$ cat src/rtl/core/bcss_pkg.sv
// Shared types, constants and helpers for the bad character substring search unit.
package bcss_pkg;

  // Default window depth and fixed alphabet
  localparam int unsigned PatternMaxDef = 16;
  localparam int unsigned AlphabetSize  = 256;
  localparam int unsigned ByteW         = $clog2(AlphabetSize);

  // Configuration port geometry
  localparam int unsigned CfgDataW    = 64;
  localparam int unsigned CfgIndexW   = 2;
  localparam int unsigned PatLenW     = 5;
  localparam int unsigned PatBytesCfg = 16;
  localparam int unsigned PosW        = 32;

  typedef enum logic [CfgIndexW-1:0] {
    CFG_PAT_LO  = 2'd0,
    CFG_PAT_HI  = 2'd1,
    CFG_PAT_LEN = 2'd2
  } cfg_index_e;

  // Per-transaction control that every cell of the window sees
  typedef struct packed {
    logic shift;
    logic clear;
  } cell_ctrl_t;

  // Pick pattern byte k; bytes past the configured storage read as zero
  function automatic logic [ByteW-1:0] pattern_byte(
    input logic [PatBytesCfg*ByteW-1:0] pat,
    input logic [31:0]                  k
  );
    logic [ByteW-1:0] b;
    b = '0;
    if (k < 32'(PatBytesCfg)) begin
      b = pat[k*ByteW +: ByteW];
    end
    return b;
  endfunction

endpackage

$ cat src/rtl/core/bcss_cell.sv
// One window cell: holds a text byte, passes it on, and checks the byte it receives.
module bcss_cell import bcss_pkg::*; (
  input  logic             clk_i,
  input  logic             rst_ni,
  input  cell_ctrl_t       ctrl_i,
  input  logic [ByteW-1:0] byte_i,
  input  logic [ByteW-1:0] want_byte_i,
  input  logic             in_use_i,
  output logic [ByteW-1:0] byte_o,
  output logic             hit_o
);

  logic [ByteW-1:0] byte_q, byte_d;

  // Compare the byte that enters this cell on the current transaction
  assign hit_o = !in_use_i || (byte_i == want_byte_i);

  // Advance the window, drop the contents at end of text
  always_comb begin
    byte_d = byte_q;
    if (ctrl_i.shift) begin
      byte_d = ctrl_i.clear ? '0 : byte_i;
    end
  end

  always_ff @(posedge clk_i or negedge rst_ni) begin
    if (!rst_ni) begin
      byte_q <= '0;
    end else begin
      byte_q <= byte_d;
    end
  end

  assign byte_o = byte_q;

endmodule

$ cat src/rtl/core/bad_character_substring_search_unit.sv
// A match is shown on match_valid_o in the cycle after the text byte that ends it is taken.
// Throughput: one text byte per cycle while text_stall_o is low; the cell chain shifts and compares in one step.
// The figure is set by the per-cell byte compare plus the AND over all window cells.
// Reset clears the window, fill count and text position; pattern registers reset
// to zero and the pattern length to one.
module bad_character_substring_search_unit import bcss_pkg::*; #(
  parameter int unsigned PATTERN_MAX = PatternMaxDef
) (
  input  logic                 clk_i,
  input  logic                 rst_ni,
  input  logic                 cfg_we_i,
  input  logic [CfgIndexW-1:0] cfg_index_i,
  input  logic [CfgDataW-1:0]  cfg_data_i,
  input  logic                 text_valid_i,
  output logic                 text_stall_o,
  input  logic [ByteW-1:0]     text_byte_i,
  input  logic                 end_of_text_i,
  output logic                 match_valid_o,
  input  logic                 match_stall_i,
  output logic [PosW-1:0]      match_start_o
);

  localparam int unsigned LenW = $clog2(PATTERN_MAX + 1);

  logic [CfgDataW-1:0] pat_lo_q, pat_hi_q;
  logic [PatLenW-1:0]  pat_len_q;
  logic [LenW-1:0]     fill_q, fill_d, fill_next;
  logic [PosW-1:0]     pos_q, pos_d;
  logic                out_valid_q, out_valid_d;
  logic [PosW-1:0]     out_start_q, out_start_d;

  logic [PatBytesCfg*ByteW-1:0] pat_all;
  logic [LenW-1:0]              eff_len;
  logic                         accept;
  logic                         hit;
  cell_ctrl_t                   ctrl;

  logic [ByteW-1:0] chain    [PATTERN_MAX+1];
  logic [ByteW-1:0] want     [PATTERN_MAX];
  logic             in_use   [PATTERN_MAX];
  logic [PATTERN_MAX-1:0] cell_hit;

  // Configuration registers
  always_ff @(posedge clk_i or negedge rst_ni) begin
    if (!rst_ni) begin
      pat_lo_q  <= '0;
      pat_hi_q  <= '0;
      pat_len_q <= PatLenW'(1);
    end else if (cfg_we_i) begin
      unique case (cfg_index_i)
        CFG_PAT_LO:  pat_lo_q  <= cfg_data_i;
        CFG_PAT_HI:  pat_hi_q  <= cfg_data_i;
        CFG_PAT_LEN: pat_len_q <= cfg_data_i[PatLenW-1:0];
        default: ;
      endcase
    end
  end

  assign pat_all = {pat_hi_q, pat_lo_q};

  // Clamp the length into one to PATTERN_MAX
  always_comb begin
    if (pat_len_q == '0) begin
      eff_len = LenW'(1);
    end else if (32'(pat_len_q) > PATTERN_MAX) begin
      eff_len = LenW'(PATTERN_MAX);
    end else begin
      eff_len = LenW'(pat_len_q);
    end
  end

  // Handshake: take a byte whenever the result register is free or drains
  assign text_stall_o = out_valid_q && match_stall_i;
  assign accept       = text_valid_i && !text_stall_o;
  assign ctrl.shift   = accept;
  assign ctrl.clear   = end_of_text_i;

  // Cell chain: cell k holds the k-th newest byte
  assign chain[0] = text_byte_i;

  for (genvar k = 0; k < PATTERN_MAX; k++) begin : g_cell
    logic [LenW-1:0] pidx;
    assign in_use[k] = LenW'(k) < eff_len;
    assign pidx      = eff_len - LenW'(1) - LenW'(k);
    assign want[k]   = pattern_byte(pat_all, 32'(pidx));

    bcss_cell u_cell (
      .clk_i       (clk_i),
      .rst_ni      (rst_ni),
      .ctrl_i      (ctrl),
      .byte_i      (chain[k]),
      .want_byte_i (want[k]),
      .in_use_i    (in_use[k]),
      .byte_o      (chain[k+1]),
      .hit_o       (cell_hit[k])
    );
  end

  // Fill count after this byte, saturating at the window depth
  assign fill_next = (fill_q == LenW'(PATTERN_MAX)) ? fill_q : fill_q + LenW'(1);
  assign hit       = (fill_next >= eff_len) && (&cell_hit);

  // Stream state: advance on each byte, drop at end of text
  always_comb begin
    fill_d = fill_q;
    pos_d  = pos_q;
    if (accept) begin
      if (end_of_text_i) begin
        fill_d = '0;
        pos_d  = '0;
      end else begin
        fill_d = fill_next;
        if (pos_q != '1) begin
          pos_d = pos_q + PosW'(1);
        end
      end
    end
  end

  // Result register: load on a hit, release when taken
  always_comb begin
    out_valid_d = out_valid_q;
    out_start_d = out_start_q;
    if (out_valid_q && !match_stall_i) begin
      out_valid_d = 1'b0;
    end
    if (accept && hit) begin
      out_valid_d = 1'b1;
      out_start_d = pos_q - PosW'(eff_len - LenW'(1));
    end
  end

  always_ff @(posedge clk_i or negedge rst_ni) begin
    if (!rst_ni) begin
      fill_q      <= '0;
      pos_q       <= '0;
      out_valid_q <= 1'b0;
    end else begin
      fill_q      <= fill_d;
      pos_q       <= pos_d;
      out_valid_q <= out_valid_d;
    end
  end

  always_ff @(posedge clk_i) begin
    out_start_q <= out_start_d;
  end

  assign match_valid_o = out_valid_q;
  assign match_start_o = out_start_q;

`ifndef SYNTHESIS
  a_eot_clears: assert property (@(posedge clk_i) disable iff (!rst_ni)
    accept && end_of_text_i |=> fill_q == '0 && pos_q == '0)
    else $error("end of text did not clear stream state");

  a_no_overwrite: assert property (@(posedge clk_i) disable iff (!rst_ni)
    match_valid_o && match_stall_i |-> text_stall_o)
    else $error("input taken while a result is held");

  a_short_window: assert property (@(posedge clk_i) disable iff (!rst_ni)
    accept && fill_q == '0 && eff_len > LenW'(1) |=> !match_valid_o)
    else $error("match reported before window filled");

  a_fill_bound: assert property (@(posedge clk_i) disable iff (!rst_ni)
    32'(fill_q) <= PATTERN_MAX)
    else $error("fill count beyond window depth");

  a_pos_sat: assert property (@(posedge clk_i) disable iff (!rst_ni)
    accept && !end_of_text_i && pos_q == '1 |=> pos_q == '1)
    else $error("text position wrapped");
`endif

endmodule

$ cat config.mk
export PLATFORM = sky130hd
export DESIGN_NAME = bad_character_substring_search_unit
export DESIGN_NICKNAME = d
export VERILOG_FILES = /design/src/rtl/core/bcss_pkg.sv /design/src/rtl/core/bcss_cell.sv /design/src/rtl/core/bad_character_substring_search_unit.sv
export SDC_FILE = /design/constraint.sdc
export NUM_CORES = 1
export LEC_CHECK = 0
export ABC_AREA = 1
export BUFFER_PORTS_ARGS = -buffer_cell sky130_fd_sc_hd__buf_2
export CORE_ASPECT_RATIO = 1.75
export CORE_MARGIN = 5
export CORE_UTILIZATION = 45
export DETAILED_ROUTE_END_ITERATION = 16
export GPL_TIMING_DRIVEN = 0
export PLACE_DENSITY = 0.62
export SLEW_MARGIN = 0
export SYNTH_ARGS = -nofsm -noshare
export SYNTH_HDL_FRONTEND = slang
export SYNTH_SLANG_ARGS = --single-unit
$ cat constraint.sdc
create_clock -name clk_i -period 13.4 [get_ports clk_i]
set_input_delay 0.67 -clock clk_i [delete_from_list [all_inputs] [get_ports clk_i]]
set_output_delay 0.67 -clock clk_i [all_outputs]
set_load 0.02 [all_outputs]
==> metrics.txt <==
# TYPE chip_impl_metric gauge
chip_impl_info{name="run_status",value="finished, violations left"} 1
chip_impl_info{name="failed_checks",value="capacitance limit, slew limit"} 1
chip_impl_metric{name="post_route_minimum_period",unit="ns"} 9.25
chip_impl_info{name="most_common_flop_cell_mapped_by_yosys",value="dfrtp_1"} 1
chip_impl_metric{name="pwr-share-seq",unit="%"} 20.6
chip_impl_metric{name="crit_required",unit="ns"} 13.58
chip_impl_metric{name="p_leak",unit="nW"} 13.8
chip_impl_info{name="synth_area_leaders",value="dfrtp_1 (30%), nand2_1 (20%), nand3_1 (15%), inv_1 (6.4%), edfxtp_1 (4.0%)"} 1
chip_impl_metric{name="timing.hold.ws",unit="ns"} 0.0766
chip_impl_metric{name="ant_nets",unit=""} 0
chip_impl_metric{name="die-height",unit="µm"} 316
chip_impl_metric{name="num_vias",unit=""} 28600
chip_impl_metric{name="synth_async_sr_flop_share",unit="%"} 90.1
chip_impl_metric{name="antennaDiodeCount",unit=""} 0
chip_impl_metric{name="clk_latency",unit="ns"} 0.58
chip_impl_metric{name="die-area",unit="µm²"} 58600
chip_impl_metric{name="globalplace.congestion",unit=""} 1.17
chip_impl_metric{name="p_per_area",unit="nW/µm²"} 219
chip_impl_metric{name="vias_per_cell",unit=""} 6.21
chip_impl_metric{name="clock_sink_count",unit=""} 323
chip_impl_metric{name="layout.nets",unit=""} 4028
chip_impl_metric{name="core_area",unit="µm²"} 53300
chip_impl_metric{name="comb_power_share",unit="%"} 62.0
chip_impl_metric{name="cts_buffers",unit=""} 34
chip_impl_metric{name="cp.arrival",unit="ns"} 9.43
chip_impl_metric{name="cts.htree.levels",unit=""} 2
chip_impl_info{name="crit_type",value="reg2reg"} 1
chip_impl_info{name="grt_setup_unrepaired",value="no"} 1
chip_impl_info{name="critPathMostFrequentCell",value="nand2_1"} 1
chip_impl_metric{name="tightestPinTransition",unit="ns"} 1.58
chip_impl_metric{name="timing.max_slew.rel_slack",unit="%"} -6.40
chip_impl_metric{name="hold_viol",unit=""} 0
chip_impl_metric{name="cts-root-to-sink-buffers",unit=""} 3
chip_impl_metric{name="post-synth-top-area-fraction",unit="%"} 30.1
chip_impl_metric{name="synth.yosys.seq_area_share",unit="%"} 34.1
chip_impl_info{name="r2r_start",value="pat_len_q[4]$_DFFE_PN0P_"} 1
chip_impl_info{name="cp_slowest_cell",value="inv_1"} 1
chip_impl_metric{name="multi_input_area",unit="µm²"} 13400
chip_impl_metric{name="clock_power_share",unit="%"} 17.4
chip_impl_metric{name="place.detailed.hpwl",unit="µm"} 116000
chip_impl_metric{name="timing.final.setup_violations",unit=""} 0
chip_impl_metric{name="worst_ir_drop_vdd",unit="mV"} 0.134
chip_impl_metric{name="first_pass_grt_wire_length",unit="µm"} 204000
chip_impl_metric{name="globalRouteTotalUtil",unit="%"} 49.2
chip_impl_metric{name="initial_utilization",unit="%"} 45.3
chip_impl_metric{name="placement.io_buffers",unit=""} 113
chip_impl_metric{name="final_util",unit="%"} 50.4
chip_impl_metric{name="num_rows",unit=""} 112
chip_impl_metric{name="drt_first_iter_violations",unit=""} 3538
chip_impl_metric{name="synth_cell_types",unit=""} 54
chip_impl_info{name="layout_commonest_cell",value="nand2_1"} 1
chip_impl_metric{name="min_period_over_period",unit="%"} 69.0
chip_impl_metric{name="post_route_cells_drive_above_1_share",unit="%"} 7.50
chip_impl_metric{name="post_drt_wl_per_cell",unit="µm"} 31.2
chip_impl_metric{name="combined_flip_flop_and_latch_cell_area",unit="µm²"} 8240
chip_impl_info{name="clockRootBuffer",value="clkbuf_16"} 1
chip_impl_metric{name="cap_viol_max_count",unit=""} 1
chip_impl_metric{name="final.fill_count",unit=""} 5677
chip_impl_info{name="crit_path_start",value="pat_len_q[4]$_DFFE_PN0P_"} 1
chip_impl_metric{name="largest_net_degree_at_the_start_of_global_routing",unit=""} 114
chip_impl_info{name="post-synth-top-area-cell",value="dfrtp_1"} 1
chip_impl_metric{name="grt_pass1_vias",unit=""} 27900
chip_impl_info{name="timing.hold.worst.class",value="in2async"} 1
chip_impl_metric{name="synthesized_area_divided_by_synthesized_cell_count",unit="µm²"} 6.45
chip_impl_metric{name="ys_warnings",unit=""} 0
chip_impl_metric{name="post-cts-setup-buffer-count",unit=""} 0
chip_impl_info{name="critPathLaunchType",value="register"} 1
chip_impl_metric{name="flops_latches_synth",unit=""} 323
chip_impl_info{name="endpoint_kind",value="register"} 1
chip_impl_metric{name="overflow",unit=""} 0
chip_impl_metric{name="placement.cell_area",unit="µm²"} 25600
chip_impl_metric{name="slew_violations",unit=""} 3
chip_impl_metric{name="tns",unit="ns"} 0
chip_impl_metric{name="clk_transition_reported_paths",unit="ns"} 0.06
chip_impl_metric{name="post-route-drc-count",unit=""} 0
chip_impl_metric{name="max_freq",unit="GHz"} 0.108
chip_impl_metric{name="slowest_delay",unit="ns"} 0.95
chip_impl_metric{name="number_of_enable_flip_flop_cells_after_synthesis",unit=""} 32
chip_impl_metric{name="io-pin-count",unit=""} 114
chip_impl_metric{name="switching_share",unit="%"} 57.1
chip_impl_metric{name="net-switching-power",unit="mW"} 3.36
chip_impl_info{name="mostFrequentLayoutCells",value="nand2_1 (1286), nand3_1 (715), inv_1 (409)"} 1
chip_impl_metric{name="antenna_found_initial",unit=""} 5
chip_impl_info{name="tritoncts_clock_tree",value="built"} 1
chip_impl_metric{name="skew",unit="ns"} 0.0284
chip_impl_metric{name="synth_cells",unit=""} 3745
chip_impl_metric{name="critPathMaxFanout",unit=""} 32
chip_impl_metric{name="cell_internal_pwr",unit="mW"} 2.53
chip_impl_metric{name="netlist_area",unit="µm²"} 24100
chip_impl_metric{name="cts-resized-gates",unit=""} 0
chip_impl_metric{name="count_of_hold_fix_buffers_inserted_at_cts",unit=""} 0
chip_impl_metric{name="die_w",unit="µm"} 185
chip_impl_metric{name="first_pass_detailed_route_iteration_total",unit=""} 7
chip_impl_metric{name="final_cell_area",unit="µm²"} 26800
chip_impl_metric{name="finalWirelength",unit="µm"} 144000
chip_impl_metric{name="flow.area_growth_from_synthesis",unit="%"} 11.0
chip_impl_metric{name="synth_fp_nets",unit=""} 3875
## per-stage QoR
| stage | cells | power (mW) | worst slack (ns) |
|---|---|---|---|
| finish | 4606 | 5.88 | 4.15 |
| global route | 4606 | 6.13 | 4.07 |
| CTS | 4604 | 5.63 | 4.55 |
| detailed placement | 4544 | 4.62 | 4.56 |
| global placement | 4542 | 4.60 | 4.63 |
| floorplan | 3745 | 3.19 | 8.20 |
## critical path, delay by kind of cell, from the launching register on
kind,cells,cell delay (ns)
fa+ha+maj,2,0.77
simple gates,16,2.33
flops,1,0.58
buf+inv,11,5.09
## path summary, 6_finish.rpt
| kind | slack, ns | cells after the start | end |
|---|---|---|---|
| min in group clk_i | 0.36 | 3 | match_valid_o$_DFFE_PN0P_ |
| worst min register to register | 0.48 | 2 | pat_lo_q[3]$_DFFE_PN0P_ |
| worst max register to register | 4.15 | 29 | match_start_o[31]$_DFFE_PP_ |
| worst max-delay path | 4.15 | 29 | match_start_o[31]$_DFFE_PP_ |
| max in group asynchronous | 12.20 | 2 | pos_q[27]$_DFFE_PN0P_ |
| worst min-delay path | 0.08 | 1 | pat_lo_q[36]$_DFFE_PN0P_ |
## metal layers
metal / vias up / GRT usage [%] / share of wire (%) / wire length [µm]
li1: 12700 / - / - / -
met4: 10 / 55.2 / 16 / 23100
met1: 13400 / 46.2 / 30 / 42800
met3: 821 / 15.1 / 8.8 / 12600
met2: 1685 / 78.9 / 45 / 65100
met5: - / 1.11 / 0.081 / 117
## cells in the mapped netlist (3+ instances only)
cell	instances
nand2_1	1286
nand3_1	715
inv_1	409
dfrtp_1	290
o21ai_0	181
o22ai_1	123
nor2_1	113
nand4_1	108
clkbuf_1	102
a21oi_1	60
ha_1	49
xor2_1	41
buf_2	37
edfxtp_1	32
nand2_2	28
buf_1	26
buf_4	21
nor3_1	18
a31oi_1	11
inv_2	11
xnor2_1	9
a21o_1	6
nand3b_1	6
o211ai_1	6
o21a_1	6
buf_6	5
and2_1	4
nand3_2	4
o21ai_1	4
a21oi_2	3
## power groups by stage
| stage | Sequential [mW] | Clock, mW | Combinational [mW] |
|---|---|---|---|
| 2_1_floorplan | 1.13 | 0 | 2.06 |
| 3_3_place_gp | 1.21 | 0 | 3.39 |
| 3_5_place_dp | 1.22 | 0 | 3.40 |
| 4_1_cts | 1.20 | 1.02 | 3.42 |
| 5_1_grt | 1.20 | 1.06 | 3.86 |
| 6_report | 1.21 | 1.02 | 3.65 |
## sequential cells by signal, summed over array words and instances (netlist names)
register              count
g_cell.u_cell.byte_o    120
match_valid_o             1
pat_len_q                 5
fill_q                    5
pat_hi_q                 64
match_start_o            32
pat_lo_q                 64
pos_q                    32
## cells by family (layout without fill, tap and decap cells)
logic type,Yosys count,in the layout,share of synthesized area [%]
adders and majority gates,50,50,2.62
DFF,323,323,34.1
and+or+nand+nor,2294,2294,41.3
buffers and inverters,611,788,10.2
xor gates and xnor gates,50,50,1.81
AOI/OAI and AO/OA,417,417,9.92
## final cells by class
| type | count | share of cell area, % |
|---|---|---|
| sequential | 323 | 30.7 |
| multi-input combinational | 2811 | 50.2 |
| inverter | 420 | 5.88 |
| buffer | 191 | 3.28 |
| tap | 684 | 3.19 |
| clock inverter | 14 | 0.677 |
| clock buffer | 46 | 3.62 |
| timing repair buffer | 117 | 2.45 |
Note: power is estimated with default switching activity, not from simulation.
